## config.mk

```make
export PLATFORM = sky130hd
export DESIGN_NAME = mbc1_bank_mapper
export DESIGN_NICKNAME = d
export VERILOG_FILES = /design/src/design/mbc1_pkg.sv /design/src/design/mbc1_bank_mapper.sv
export SDC_FILE = /design/constraint.sdc
export NUM_CORES = 1
export LEC_CHECK = 0
export ABC_CLOCK_PERIOD_IN_PS = 4100
export BUFFER_PORTS_ARGS = -buffer_cell sky130_fd_sc_hd__clkbuf_2
export CELL_PAD_IN_SITES_DETAIL_PLACEMENT = 0
export CELL_PAD_IN_SITES_GLOBAL_PLACEMENT = 1
export CORE_MARGIN = 2
export CORE_UTILIZATION = 42
export DETAILED_ROUTE_END_ITERATION = 8
export GPL_ROUTABILITY_DRIVEN = 0
export PLACE_DENSITY_LB_ADDON = 0.1
export SETUP_SLACK_MARGIN = 0.4
export SYNTH_ARGS = -nofsm -noshare
export SYNTH_HDL_FRONTEND = slang
export SYNTH_SLANG_ARGS = --single-unit
```

## constraint.sdc

```tcl
create_clock -name i_clk -period 4.1 [get_ports i_clk]
set_input_delay 0.205 -clock i_clk [delete_from_list [all_inputs] [get_ports i_clk]]
set_output_delay 0.205 -clock i_clk [all_outputs]
set_load 0.01 [all_outputs]
```

## src/design/mbc1_pkg.sv

```systemverilog
// ----------------------------------------------------------------------------
// mbc1_pkg
// Shared widths, codes and defaults for the MBC1 bank mapper.
// ----------------------------------------------------------------------------
package mbc1_pkg;

    localparam int ADDR_W      = 16;
    localparam int DATA_W      = 8;
    localparam int TGT_W       = 2;
    localparam int ROM_ADDR_W  = 23;
    localparam int RAM_ADDR_W  = 15;
    localparam int CFG_IDX_W   = 1;
    localparam int CFG_DATA_W  = 8;
    localparam int ROM_CODE_W  = 4;
    localparam int RAM_CODE_W  = 3;
    localparam int BANK_W      = 7;

    localparam int ROM_ADDR_BITS_DEF = 23;
    localparam int RAM_ADDR_BITS_DEF = 15;

    // result kinds
    localparam logic [TGT_W-1:0] TGT_NONE    = 2'd0;
    localparam logic [TGT_W-1:0] TGT_ROM_RD  = 2'd1;
    localparam logic [TGT_W-1:0] TGT_RAM_RD  = 2'd2;
    localparam logic [TGT_W-1:0] TGT_RAM_WR  = 2'd3;

    // configuration register indexes
    localparam logic [CFG_IDX_W-1:0] CFG_ROM_SIZE = 1'd0;
    localparam logic [CFG_IDX_W-1:0] CFG_RAM_SIZE = 1'd1;

    // address[15:13] regions
    localparam logic [2:0] RGN_RAM_EN   = 3'b000;
    localparam logic [2:0] RGN_ROM_LOW  = 3'b001;
    localparam logic [2:0] RGN_BANK_HI  = 3'b010;
    localparam logic [2:0] RGN_MODE     = 3'b011;
    localparam logic [2:0] RGN_EXT_RAM  = 3'b101;

    localparam logic [3:0] RAM_EN_KEY   = 4'hA;

endpackage

```

## src/design/mbc1_bank_mapper.sv

```systemverilog
// ----------------------------------------------------------------------------
// mbc1_bank_mapper
// MBC1 cartridge bank controller: decodes CPU bus accesses and keeps banks.
// ----------------------------------------------------------------------------
// a request passes through the input register and then the result register
// throughput: one request per cycle while results are taken; the input register acts as a skid stage
// bank registers update as a request enters the result register, so the
// following request already sees them
// reset (synchronous, active low) clears valids and loads the power-on banks
module mbc1_bank_mapper #(
    parameter int ROM_ADDR_BITS = mbc1_pkg::ROM_ADDR_BITS_DEF,
    parameter int RAM_ADDR_BITS = mbc1_pkg::RAM_ADDR_BITS_DEF
) (
    input  logic                               i_clk,
    input  logic                               i_rst_n,
    // configuration writes
    input  logic                               i_cfg_valid,
    output logic                               o_cfg_ready,
    input  logic [mbc1_pkg::CFG_IDX_W-1:0]     i_cfg_index,
    input  logic [mbc1_pkg::CFG_DATA_W-1:0]    i_cfg_data,
    // bus access requests
    input  logic                               i_valid,
    output logic                               o_ready,
    input  logic                               i_action,
    input  logic [mbc1_pkg::ADDR_W-1:0]        i_address,
    input  logic [mbc1_pkg::DATA_W-1:0]        i_data_in,
    // results
    output logic                               o_valid,
    input  logic                               i_ready,
    output logic [mbc1_pkg::TGT_W-1:0]         o_target,
    output logic [mbc1_pkg::ROM_ADDR_W-1:0]    o_rom_address,
    output logic [mbc1_pkg::RAM_ADDR_W-1:0]    o_ram_address,
    output logic [mbc1_pkg::DATA_W-1:0]        o_data_out
);
    import mbc1_pkg::*;

    localparam int RAM_EFF_BITS = (RAM_ADDR_BITS > RAM_ADDR_W) ? RAM_ADDR_W : RAM_ADDR_BITS;
    localparam logic [RAM_ADDR_W:0] RAM_MASK_W = (({{RAM_ADDR_W{1'b0}}, 1'b1}) << RAM_EFF_BITS)
                                                 - 1'b1;
    localparam logic [RAM_ADDR_W-1:0] RAM_MASK = RAM_MASK_W[RAM_ADDR_W-1:0];
    localparam int ROM_CAP = (ROM_ADDR_BITS > ROM_ADDR_W) ? ROM_ADDR_W : ROM_ADDR_BITS;

    // configuration
    logic [ROM_CODE_W-1:0] r_rom_size_code;
    logic [RAM_CODE_W-1:0] r_ram_size_code;

    // controller state
    logic [3:0]        r_ram_enable_nibble, n_ram_enable_nibble;
    logic [4:0]        r_rom_bank_low, n_rom_bank_low;
    logic [1:0]        r_bank_high, n_bank_high;
    logic              r_banking_mode, n_banking_mode;
    logic [BANK_W-1:0] r_lower_rom_bank, n_lower_rom_bank;
    logic [BANK_W-1:0] r_upper_rom_bank, n_upper_rom_bank;
    logic [1:0]        r_ram_bank, n_ram_bank;

    // input register
    logic              r_in_valid;
    logic              r_in_action;
    logic [ADDR_W-1:0] r_in_address;
    logic [DATA_W-1:0] r_in_data;

    // result register
    logic                  r_out_valid;
    logic [TGT_W-1:0]      r_target, n_target;
    logic [ROM_ADDR_W-1:0] r_rom_address, n_rom_address;
    logic [RAM_ADDR_W-1:0] r_ram_address, n_ram_address;
    logic [DATA_W-1:0]     r_data_out, n_data_out;

    logic       advance;
    logic [2:0] region;
    logic       ram_ok;
    logic [4:0] bank_sel;
    logic [4:0] bank_mask;
    logic [4:0] rom_bits;
    logic [ROM_ADDR_W:0] rom_mask_w;
    logic [BANK_W-1:0]   rom_bank;

    assign advance     = r_in_valid && (!r_out_valid || i_ready);
    assign o_ready     = !r_in_valid || advance;
    assign o_cfg_ready = 1'b1;

    assign o_valid       = r_out_valid;
    assign o_target      = r_target;
    assign o_rom_address = r_rom_address;
    assign o_ram_address = r_ram_address;
    assign o_data_out    = r_data_out;

    assign region = r_in_address[ADDR_W-1:ADDR_W-3];
    assign ram_ok = (r_ram_enable_nibble == RAM_EN_KEY) && (r_ram_size_code != '0);

    // rom wrap mask: 32KB << code, codes above 8 act as 8, capped by ROM_ADDR_BITS and the port width
    always_comb begin
        if (r_rom_size_code > 4'd8) begin
            rom_bits = 5'(15 + 8);
        end else begin
            rom_bits = 5'd15 + {1'b0, r_rom_size_code};
        end
        if (rom_bits > 5'(ROM_CAP)) begin
            rom_bits = 5'(ROM_CAP);
        end
        rom_mask_w = ({{ROM_ADDR_W{1'b0}}, 1'b1} << rom_bits) - 1'b1;
    end

    // bank-low write mask by rom size
    always_comb begin
        case (r_rom_size_code)
            4'd0:    bank_mask = 5'h01;
            4'd1:    bank_mask = 5'h03;
            4'd2:    bank_mask = 5'h07;
            4'd3:    bank_mask = 5'h0F;
            default: bank_mask = 5'h1F;
        endcase
    end

    // bank zero select maps to bank one
    assign bank_sel = (r_in_data[4:0] == 5'd0) ? 5'd1 : r_in_data[4:0];
    assign rom_bank = r_in_address[14] ? r_upper_rom_bank : r_lower_rom_bank;

    always_comb begin
        n_ram_enable_nibble = r_ram_enable_nibble;
        n_rom_bank_low      = r_rom_bank_low;
        n_bank_high         = r_bank_high;
        n_banking_mode      = r_banking_mode;
        n_lower_rom_bank    = r_lower_rom_bank;
        n_upper_rom_bank    = r_upper_rom_bank;
        n_ram_bank          = r_ram_bank;
        n_target            = TGT_NONE;
        n_rom_address       = '0;
        n_ram_address       = '0;
        n_data_out          = '0;

        if (!r_in_action) begin
            if (!r_in_address[15]) begin
                n_target      = TGT_ROM_RD;
                n_rom_address = {{(ROM_ADDR_W-BANK_W-14){1'b0}}, rom_bank,
                                 r_in_address[13:0]} & rom_mask_w[ROM_ADDR_W-1:0];
            end else if (region == RGN_EXT_RAM && ram_ok) begin
                n_target      = TGT_RAM_RD;
                n_ram_address = {r_ram_bank, r_in_address[12:0]} & RAM_MASK;
            end
        end else if (region == RGN_RAM_EN) begin
            n_ram_enable_nibble = r_in_data[3:0];
        end else begin
            case (region)
                RGN_ROM_LOW: n_rom_bank_low = bank_sel & bank_mask;
                RGN_BANK_HI: n_bank_high    = r_in_data[1:0];
                RGN_MODE:    n_banking_mode = r_in_data[0];
                RGN_EXT_RAM: begin
                    if (ram_ok) begin
                        n_target      = TGT_RAM_WR;
                        n_ram_address = {r_ram_bank, r_in_address[12:0]} & RAM_MASK;
                        n_data_out    = r_in_data;
                    end
                end
                default: ;
            endcase
            // remap from the freshly written registers
            n_upper_rom_bank = {n_bank_high, n_rom_bank_low};
            if (n_banking_mode) begin
                n_lower_rom_bank = {n_bank_high, 5'd0};
                n_ram_bank       = (r_ram_size_code >= 3'd2) ? n_bank_high : 2'd0;
            end else begin
                n_lower_rom_bank = '0;
                n_ram_bank       = '0;
            end
        end
    end

    always_ff @(posedge i_clk) begin
        if (!i_rst_n) begin
            r_rom_size_code     <= '0;
            r_ram_size_code     <= '0;
            r_ram_enable_nibble <= '0;
            r_rom_bank_low      <= 5'd1;
            r_bank_high         <= '0;
            r_banking_mode      <= 1'b0;
            r_lower_rom_bank    <= '0;
            r_upper_rom_bank    <= 7'd1;
            r_ram_bank          <= '0;
            r_in_valid          <= 1'b0;
            r_out_valid         <= 1'b0;
        end else begin
            if (i_cfg_valid) begin
                case (i_cfg_index)
                    CFG_ROM_SIZE: r_rom_size_code <= i_cfg_data[ROM_CODE_W-1:0];
                    CFG_RAM_SIZE: r_ram_size_code <= i_cfg_data[RAM_CODE_W-1:0];
                    default: ;
                endcase
            end
            if (o_ready) begin
                r_in_valid <= i_valid;
            end
            if (advance) begin
                r_out_valid         <= 1'b1;
                r_ram_enable_nibble <= n_ram_enable_nibble;
                r_rom_bank_low      <= n_rom_bank_low;
                r_bank_high         <= n_bank_high;
                r_banking_mode      <= n_banking_mode;
                r_lower_rom_bank    <= n_lower_rom_bank;
                r_upper_rom_bank    <= n_upper_rom_bank;
                r_ram_bank          <= n_ram_bank;
            end else if (i_ready) begin
                r_out_valid <= 1'b0;
            end
        end
    end

    always_ff @(posedge i_clk) begin
        if (o_ready && i_valid) begin
            r_in_action  <= i_action;
            r_in_address <= i_address;
            r_in_data    <= i_data_in;
        end
        if (advance) begin
            r_target      <= n_target;
            r_rom_address <= n_rom_address;
            r_ram_address <= n_ram_address;
            r_data_out    <= n_data_out;
        end
    end

    // upper bank always tracks the two bank registers
    a_upper_bank: assert property (@(posedge i_clk) disable iff (!i_rst_n)
        r_upper_rom_bank == {r_bank_high, r_rom_bank_low})
        else $error("upper rom bank out of step with bank registers");

    // mode 0 pins lower rom bank and ram bank to zero
    a_mode0_banks: assert property (@(posedge i_clk) disable iff (!i_rst_n)
        !r_banking_mode |-> (r_lower_rom_bank == '0 && r_ram_bank == '0))
        else $error("mode 0 with nonzero secondary banks");

    // full skid stage with a stalled result must back-pressure
    a_backpressure: assert property (@(posedge i_clk) disable iff (!i_rst_n)
        (r_in_valid && r_out_valid && !i_ready) |-> !o_ready)
        else $error("request taken with both stages full");

    // rom address field is cleared outside rom reads
    a_addr_clean: assert property (@(posedge i_clk) disable iff (!i_rst_n)
        (o_valid && o_target != TGT_ROM_RD) |-> (o_rom_address == '0))
        else $error("rom address set on non-rom result");

endmodule

```

==> After elaboration in Yosys (flattened, before gate mapping) <==
Cells that the tools add are included.
{ "word_totals": {"out_inout_bits": 51, "reg_bits": 110, "elab_cells": 85, "inputBits": 39} }
{ "classes": {"shifts": 1, "n_eq_ne": 8, "n_mux": 27, "n_bitwise": 7, "n_lt_le_gt_ge": 3, "reduce_logical": 19, "add_sub_neg": 2} }
{ "op_table": {"columns": ["operator", "n"], "rows": [
  ["$mux 15", 6],
  ["$and 21x23->23", 1],
  ["$shl 1x5->23 const A", 1],
  ["$sub 23x1->23 const B", 1],
  ["$mux 5", 4],
  ["$pmux 5 s4", 1],
  ["$mux 2", 9],
  ["$mux 7", 2],
  ["$eq 4x2->1 const B", 2],
  ["$eq 3x2->1 const B", 2],
  ["$reduce_and 3->1", 2],
  ["$add 4x4->5 const A", 1],
  ["$and 5x5->5", 1],
  ["$gt 5x5->1 const B", 1],
  ["$logic_not 5->1", 1],
  ["$mux 1", 5],
  ["$not 1->1", 5],
  ["$eq 4x1->1 const B", 1],
  ["$eq 4x4->1 const B", 1],
  ["$gt 4x4->1 const B", 1],
  ["$logic_and 1x1->1", 4],
  ["$logic_not 4->1", 1],
  ["$reduce_and 2->1", 2],
  ["$reduce_or 4->1", 1],
  ["other kinds (9)", 11]
]} }

==> Longest topological paths before layout <==
Gate-level depths: netlist of run 1.
{ "depth": {"depth_word": 7, "mapped_depth": 8, "ltp_nobuf": 6} }

==> Least setup slack after synthesis of run 1 <==
Ideal clock, no wire load.
{ "synth_timing": {"path_kind": "flip-flop to flip-flop", "start": "register r_out_valid, in the netlist o_valid", "end": "register r_data_out[0], in the netlist o_data_out[0] (enable)", "synth_period_minus_slack_ns": 3.176, "required_ns": 3.646, "path_slack_ns": 0.924, "setup_ns": 0.454, "stages_incl_launch_ff": 4, "arrival_ns": 2.721, "cell_sequence": "dfxtp_1 -> nor2b_1 -> clkbuf_1 -> nor2b_1"} }
{ "synth_via": {"elab_chain_cells": 3} }
{ "synth_lines": {"columns": ["element", "line", "text"], "rows": [
  ["start, declared", "mbc1_bank_mapper.sv:63", "logic r_out_valid;"],
  ["start signal, assigned", "mbc1_bank_mapper.sv:181", "r_out_valid <= 1'b0;"],
  ["start signal, assigned", "mbc1_bank_mapper.sv:194", "r_out_valid <= 1'b1;"],
  ["start signal, assigned", "mbc1_bank_mapper.sv:203", "r_out_valid <= 1'b0;"],
  ["$logic_not 1->1", "mbc1_bank_mapper.sv:78", "assign advance = r_in_valid && (!r_out_valid || i_ready);"],
  ["$logic_or 1x1->1", "mbc1_bank_mapper.sv:78", null],
  ["$logic_and 1x1->1", "mbc1_bank_mapper.sv:78", null],
  ["named net advance", "mbc1_bank_mapper.sv:69", "logic advance;"],
  ["end signal, assigned", "mbc1_bank_mapper.sv:218", "r_data_out <= n_data_out;"],
  ["end, declared", "mbc1_bank_mapper.sv:67", "logic [DATA_W-1:0] r_data_out, n_data_out;"]
]} }
The timed path passes the listed nets, and every way through them passes these cells.
A chain may end at the register's enable or synchronous reset.

==> Worst setup path after layout of run 1 <==
{ "layout_timing": {"start": "register r_rom_size_code[0]", "end": "register r_rom_address[18], in the netlist o_rom_address[18], data pin"} }
{ "layout_via": {"elab_chain_cells": 7} }
{ "layout_lines": {"columns": ["element", "line", "text"], "rows": [
  ["start, declared", "mbc1_bank_mapper.sv:44", "logic [ROM_CODE_W-1:0] r_rom_size_code;"],
  ["start signal, assigned", "mbc1_bank_mapper.sv:185", "CFG_ROM_SIZE: r_rom_size_code <= i_cfg_data[ROM_CODE_W-1:0];"],
  ["$add 4x4->5 / $gt 4x4->1 (equally long branches)", "mbc1_bank_mapper.sv:96, mbc1_bank_mapper.sv:93", null],
  ["$mux 5 (*)", "mbc1_bank_mapper.sv:93", "if (r_rom_size_code > 4'd8) begin"],
  ["$gt 5x5->1", "mbc1_bank_mapper.sv:98", "if (rom_bits > 5'(ROM_CAP)) begin"],
  ["$mux 5 (*)", "mbc1_bank_mapper.sv:98", null],
  ["$shl 1x5->23 (*)", "mbc1_bank_mapper.sv:101", "rom_mask_w = ({{ROM_ADDR_W{1'b0}}, 1'b1} << rom_bits) - 1'b1;"],
  ["$sub 23x1->23 (*)", "mbc1_bank_mapper.sv:101", null],
  ["$and 21x23->23 (*)", "mbc1_bank_mapper.sv:136", "r_in_address[13:0]} & rom_mask_w[ROM_ADDR_W-1:0];"],
  ["end signal, assigned", "mbc1_bank_mapper.sv:216", "r_rom_address <= n_rom_address;"],
  ["end, declared", "mbc1_bank_mapper.sv:65", "logic [ROM_ADDR_W-1:0] r_rom_address, n_rom_address;"]
]} }
Every way passes the cells marked *; elsewhere a longest branch is shown, timed or not.

==> qor.txt, run 1 <==
Outcome: finished clean
Slew Viols, Final: 0
CTS tree: done
Share of flip-flops with an asynchronous set or reset: 0
Site row count: 35
Post-route cell area: 4703 µm²
Final hold violation count: 0
Critical-path cell list: inv_1 -> ha_1 -> o21ai_0 -> a221oi_1 -> nor3_1 -> o2111a_1
Register area: 2633 µm²
EDFF count, synth: 71
Die Span Y: 100.5 µm
Clk_lat worst skew: 0.35 ns
Final period utilization: 0.5837
Yosys warns: 0
Pwr Total: 1.824 mW
Max incr delay on CP: 0.59 ns
Core ar.: 9153 µm²
Synthesis-stage register bit count: 96
Largest net degree at the start of global routing: 47
Worst-Margin Slew: 1.124 ns
All-Layer GR Usage: 0.1601
Met2 GRT Util: 0.2571
Final setup fails: 0
Register area share after synthesis: 0.6731
Met3 GRT Util: 0.03329
Vias: 2,602
# port buffers: 82
Drt first-iter violations: 117
Multi-input gate area: 1191 µm²
CP required: 4.20 ns
Vias in the first global route: 2,378
Ant. Diodes: 0
Global routing's busiest layer: met2
Max Clock Skew: 0.01122 ns
Worst VDD drop: 189.5 µV
Area growth syn-to-layout: 20.25%
Syn Inst Count: 307
Post-Place Cell Area: 4422 µm²
LEAKAGE: 1.889 nW
Slew headroom: 0.2476
Clock root cell: clkbuf_8
Fmax: 417.9 MHz
Vias per cell: 5.072
Max cap viols: 0
DRT Wirelength: 7752 µm
First-pass GRT wire length: 12,180 µm
DRC violations left: 0
Mapped Area: 3911 µm²
Die area: 10,100 µm²
DPL Wire Length: 5213 µm
CP startpoint kind: flip-flop
Total grt overflow: 0
Post-synth top flop: edfxtp_1
Die Width: 100.5 µm
# IOs: 90
Fillers: 819
RSZ-0062 raised after global routing: false
Minimum clock period: 2.393 ns
Synth Area per Inst: 12.74 µm²
Cell variety after synth: 45
Initial antenna violation count: 0
CTS Buffer Depth: 2
Most common cell after layout, fill and taps aside: clkbuf_2
Most frequent cells in the layout: clkbuf_2, edfxtp_1, dfxtp_1
Global Route met1 Usage: 0.2167
Crit-path slowest cell: dfxtp_1
PwrDens: 387.7 nW/µm²
Number of CTS-inserted buffers: 9
WP data arrival: 2.49 ns
Worst-path clk slew: 0.10 ns
First-pass DRT Iterations: 4
Share of post-route cells with drive strength above 1: 0.2612
Resized cells post-CTS: 0
DR WL/cell: 15.11 µm
H-tree depth: 3
Setup TNS: 0 ns
Starting density of the core: 0.4273
Hold Path Class: in2reg
Worst Setup End Kind: flip-flop
Nets@finish: 441
Crit-path max FO: 12
Antenna Violating Nets Remaining: 0
Sink Count: 96
Critical path class: reg2reg
-- per-stage QoR --
stage / hold WS (ns) / instances / worst slack [ns] / utilization
final: 0.01980 / 513 / 1.707 / 0.5139
after global routing: 0.001270 / 513 / 1.438 / 0.5139
after CTS: 0.001670 / 503 / 1.720 / 0.5029
after detailed placement: 0.3836 / 487 / 1.752 / 0.4831
after global placement: 0.3814 / 487 / 1.732 / 0.4831
after floorplan: 0.3039 / 310 / 0.9245 / -
-- power by group --
group / internal, mW / switching (mW) / total, mW
clock network: 0.230 / 0.344 / 0.574
registers: 1.08 / 0.0261 / 1.11
logic: 0.0586 / 0.0844 / 0.143
-- registers in the layout, indices dropped and copies added (netlist names), 2 cells and up --
signal	count
r_in_address	16
r_ram_enable_nibble	4
r_rom_size_code	4
r_in_data	8
r_ram_bank	2
o_data_out	8
r_lower_rom_bank	2
r_ram_size_code	3
o_ram_address	15
r_rom_bank_low	4
r_bank_high	2
o_target	2
o_rom_address	21
-- synth_stat cells (3+ instances only) --
library cell | count | share of area
a21boi_0 | 3 | 0.0058
a21oi_1 | 6 | 0.0077
and2_1 | 18 | 0.029
and3_1 | 17 | 0.027
buf_2 | 5 | 0.0064
buf_4 | 3 | 0.0058
clkbuf_1 | 11 | 0.011
dfxtp_1 | 25 | 0.13
edfxtp_1 | 71 | 0.55
ha_1 | 5 | 0.016
inv_1 | 7 | 0.0067
mux2i_1 | 6 | 0.015
nand2_1 | 24 | 0.023
nand2b_1 | 3 | 0.0048
nand3_1 | 12 | 0.015
nand3b_1 | 4 | 0.0077
nor2_1 | 12 | 0.012
nor2b_1 | 9 | 0.014
nor3_1 | 11 | 0.014
nor4_1 | 4 | 0.0064
o21a_1 | 3 | 0.0058
o21ai_0 | 11 | 0.014
o22ai_1 | 3 | 0.0048
o31ai_1 | 3 | 0.0058
o41ai_1 | 3 | 0.0067
-- kinds of logic (layout without fill, tap and decap cells) --
logic type                 Yosys count  count (layout)  share of synthesized area
AOI/OAI and AO/OA                   43              43                    0.07422
xor gates and xnor gates             2               2                   0.004479
adders and majority gates            5               5                    0.01599
buffers and inverters               26             118                    0.02943
DFF                                 96              96                     0.6731
muxes                                7               7                    0.01823
other                                2               5                   0.001920
and+or+nand+nor                    126             126                     0.1827
-- worst paths after layout --
kind / start / end / slack [ns] / cells after the start
worst min register to register: r_ram_enable_nibble[3] / r_ram_enable_nibble[3] / 0.46 / 2
worst max-delay path: r_rom_size_code[0] / o_rom_address[18] / 1.71 / 6
worst min-delay path: i_address[15] / r_in_address[15] / 0.02 / 1
worst max register to register: r_rom_size_code[0] / o_rom_address[18] / 1.71 / 6
-- repair_timing --
action / 4_1_cts / 5_1_grt
endpoints found under the hold margin: 0 / 10
setup buffers: 0 / 0
hold buffers: 0 / 10
-- final cells by class --
cell class	instances	share of cell area
multi-input combinational	188	0.2533
tap	111	0.02953
sequential	96	0.5597
clock inverter	6	0.01144
timing repair buffer	95	0.1133
inverter	7	0.005587
clock buffer	10	0.02713
-- per-layer routing --
metal,part of all wire,vias to the layer above
met4,0.0074,0
met3,0.048,5
li1,-,1307
met2,0.49,66
met1,0.46,1224
met5,0,-
-- worst max-delay path, delay by kind of cell (launching register included) --
kind,cells,cell delay (ns)
compound gates,3,0.85
fa+ha+maj,1,0.44
simple gates,1,0.10
buf+inv,1,0.17
flops,1,0.59
No activity file was read; power rests on OpenSTA's default activity.
==> run 2, diff against run 1 <==
--- a/config.mk
+++ b/config.mk
@@ -5,12 +5,13 @@
 export SDC_FILE = /design/constraint.sdc
 export NUM_CORES = 1
 export LEC_CHECK = 0
-export ABC_CLOCK_PERIOD_IN_PS = 4100
+export ABC_AREA = 1
+export ABC_CLOCK_PERIOD_IN_PS = 2300
 export BUFFER_PORTS_ARGS = -buffer_cell sky130_fd_sc_hd__clkbuf_2
 export CELL_PAD_IN_SITES_DETAIL_PLACEMENT = 0
 export CELL_PAD_IN_SITES_GLOBAL_PLACEMENT = 1
 export CORE_MARGIN = 2
-export CORE_UTILIZATION = 42
+export CORE_UTILIZATION = 41
 export DETAILED_ROUTE_END_ITERATION = 8
 export GPL_ROUTABILITY_DRIVEN = 0
 export PLACE_DENSITY_LB_ADDON = 0.1
==> constraint.sdc (replaced) <==
create_clock -name i_clk -period 2.3 [get_ports i_clk]
set_input_delay 0.115 -clock i_clk [delete_from_list [all_inputs] [get_ports i_clk]]
set_output_delay 0.115 -clock i_clk [all_outputs]
set_load 0.01 [all_outputs]
==> run 2 against run 1 <==
Clock power grew 90%. Setup slack worse by 1.1 ns. Routed wire length increased by 3.1%. Non-clock buffer count up 15. Die area increased by 3.2%. Cell area is 5.9% higher. Largest power group unchanged.
==> qor.txt, run 2 <==
Synth Area per Inst: 10.93 µm² (-14%)
Critical-path cell list: inv_2 -> ha_1 -> nand2_2 -> nor2_4 -> nand2_2 -> inv_2 -> nor2_1 -> inv_1 -> nor3_1
Crit-path slowest cell: dfxtp_2
Number of CTS-inserted buffers: 9 (unchanged)
Worst Hold Endpoint: r_in_valid
Max Clock Skew: 0.01300 ns (+0.001781 ns)
Worst setup path start: r_rom_size_code[0]
Synthesis-stage register bit count: 96 (unchanged)
LEAKAGE: 2.139 nW (+13%)
DRC violations left: 0 (unchanged)
Die Width: 102.1 µm (+1.6%)
Max incr delay on CP: 0.36 ns (-0.23 ns)
Post-CTS setup buffer count: 0 (unchanged)
Starting density of the core: 0.4251 (-0.002274)
CTS Buffer Depth: 2 (unchanged)
Yosys warns: 0 (unchanged)
Share of flip-flops with an asynchronous set or reset: 0 (unchanged)
Outcome: finished clean
Die Span Y: 102.1 µm (+1.6%)
Max reg flops: 21 (unchanged)
Final Non-Filler Cells: 612 (+19%)
Ant. Diodes: 0 (unchanged)
Total grt overflow: 0 (unchanged)
CTS tree: done
Top cells by area, synth: edfxtp_1, dfxtp_1, inv_1
Flop-to-flop setup slack: 0.60 ns (-1.10 ns)
Sink Count: 96 (unchanged)
Clk_lat worst skew: 0.36 ns (about the same)
Crit-path max FO: 7 (-5)
Share of post-route cells with drive strength above 1: 0.2795 (+0.01831)
Final hold violation count: 0 (unchanged)
Largest net degree at the start of global routing: 39 (-17%)
EDFF count, synth: 71 (unchanged)
Worst r2r src: r_rom_size_code[0]
CP startpoint kind: flip-flop
Core ar.: 9284 µm² (+1.4%)
Max cap viols: 0 (unchanged)
First-pass DRT Iterations: 4 (unchanged)
Post-synth top flop: edfxtp_1
PwrDens: 685.6 nW/µm² (+77%)
Drt first-iter violations: 109 (-6.8%)
CP required: 2.40 ns (-1.80 ns)
Register area share after synthesis: 0.6671 (-0.005975)
Syn Inst Count: 361 (+18%)
Synth cell count leaders: edfxtp_1, inv_1, nor2_1, nand2_1, dfxtp_1
Area growth syn-to-layout: 26.25%
Critical path class: reg2reg
Fillers: 860 (+5.0%)
Vias in the first global route: 2,679 (+13%)
All-Layer GR Usage: 0.1641 (+0.003954)
Setup TNS: 0 ns (unchanged)
Vias per cell: 4.533 (-11%)
Worst Setup End Kind: flip-flop
Antenna Violating Nets Remaining: 0 (unchanged)
Nets@finish: 523 (+19%)
Mapped Area: 3946 µm² (+0.90%)
Worst-path clk slew: 0.10 ns (about the same)
Die area: 10,430 µm² (+3.2%)
Worst r2r path cells: 9 (+3)
Worst VDD drop: 399.7 µV (+110%)
DR WL/cell: 13.06 µm (-14%)
Worst Min Path Start: i_valid
WP data arrival: 1.80 ns (-0.69 ns)
DPL Wire Length: 5725 µm (+9.8%)
Site row count: 35 (unchanged)
# port buffers: 82 (unchanged)
Slew Viols, Final: 0 (unchanged)
Cell accounting for the most synthesized area: edfxtp_1
Final setup fails: 0 (unchanged)
Clock root cell: clkbuf_8
Vias: 2,774 (+6.6%)
Fmax: 589.3 MHz (+41%)
RSZ-0062 raised after global routing: false
Placed insts: 572 (+17%)
Count leader, synth: edfxtp_1
Final period utilization: 0.7378 (+0.1542)
Bufs and invs on worst path: 3 (+2)
First-pass GRT wire length: 12,900 µm (+5.9%)
DRT Wirelength: 7993 µm (+3.1%)
H-tree depth: 3 (unchanged)
Initial antenna violation count: 0 (unchanged)
CP top delay family: simple AND/OR/NAND/NOR gates
Hold Path Cell Cnt: 3 (+2)
Cell variety after synth: 32 (-29%)
# IOs: 90 (unchanged)
Hold Path Class: in2reg
Most frequent cells in the layout: clkbuf_2, edfxtp_1, inv_1
Number of cells on the critical path: 9 (+3)
Share of the synthesized area in the top cell type: 0.5403 (-0.004839)
Most common cell after layout, fill and taps aside: clkbuf_2
Minimum clock period: 1.697 ns (-0.6960 ns)
R2r endpoint: o_rom_address[12]
-- run 2: worst reg2reg max path, cell delays in order, from the launching register on --
cell and delay, ns:
dfxtp_2 0.36, inv_2 0.12, ha_1 0.24, nand2_2 0.10, nor2_4 0.19, nand2_2 0.12, inv_2 0.12, nor2_1 0.08
inv_1 0.08, nor3_1 0.05
-- run 2: layer usage --
metal	wire (µm)	up-vias	track usage
li1	-	1425	-
met3	372	12	0.04241
met2	3748	67	0.2637
met4	113	0	0.05436
met1	3758	1270	0.2183
met5	0	-	0
-- run 2: cell families after synthesis --
logic type / Yosys count / synth area share
AOI/OAI and AO/OA: 53 / 0.07039
xor gates and xnor gates: 1 / 0.002220
adders and majority gates: 5 / 0.01585
buffers and inverters: 67 / 0.06848
DFF: 96 / 0.6671
other: 2 / 0.001903
and+or+nand+nor: 137 / 0.1741
-- run 2: power by group --
group / switching (mW) / internal [mW] / total (mW) / leakage [nW]
Combinational: 0.218 / 0.140 / 0.358 / 1.16
Sequential: 0.0337 / 1.93 / 1.97 / 0.886
Clock: 0.581 / 0.509 / 1.09 / 0.0973
-- run 2: worst max path at each step --
stage / end
3_3_place_gp: o_rom_address[18]
3_5_place_dp: o_rom_address[18]
5_1_grt: o_data_out[3]
4_1_cts: o_rom_address[18]
6_report: o_rom_address[12]
2_1_floorplan: o_data_out[0]
-- run 2: metrics by stage --
step                      power, mW  hold WS (ns)    util  setup slack, ns  instance area [µm²]
after floorplan               2.210        0.2139       -           0.4742                 3958
after global placement        2.330        0.2921  0.4888           0.5392                 4538
after detailed placement      2.334        0.2946  0.4888           0.5096                 4538
after CTS                     3.443      0.004271  0.5365           0.4995                 4981
after global routing          3.582       0.01705  0.5367           0.4001                 4982
final                         3.416       0.02312  0.5367           0.6030                 4982
-- run 2: repair_timing --
action | in CTS | in global routing
endpoints found under the setup margin | 0 | 4
hold endpoints to repair | 25 | 0
hold buffers | 25 | 0
gates resized for setup | 0 | 1
-- run 2: area by class of cell --
type                            instances  area (µm²)  share of cell area
Clock buffer                           10       127.6             0.02562
Clock inverter                          5       65.06             0.01306
Inverter                               61       231.5             0.04646
Multi-Input combinational cell        201        1055              0.2117
Sequential cell                        96        2634              0.5286
Tap cell                              129       161.4             0.03240
Timing Repair Buffer                  110       708.2              0.1421
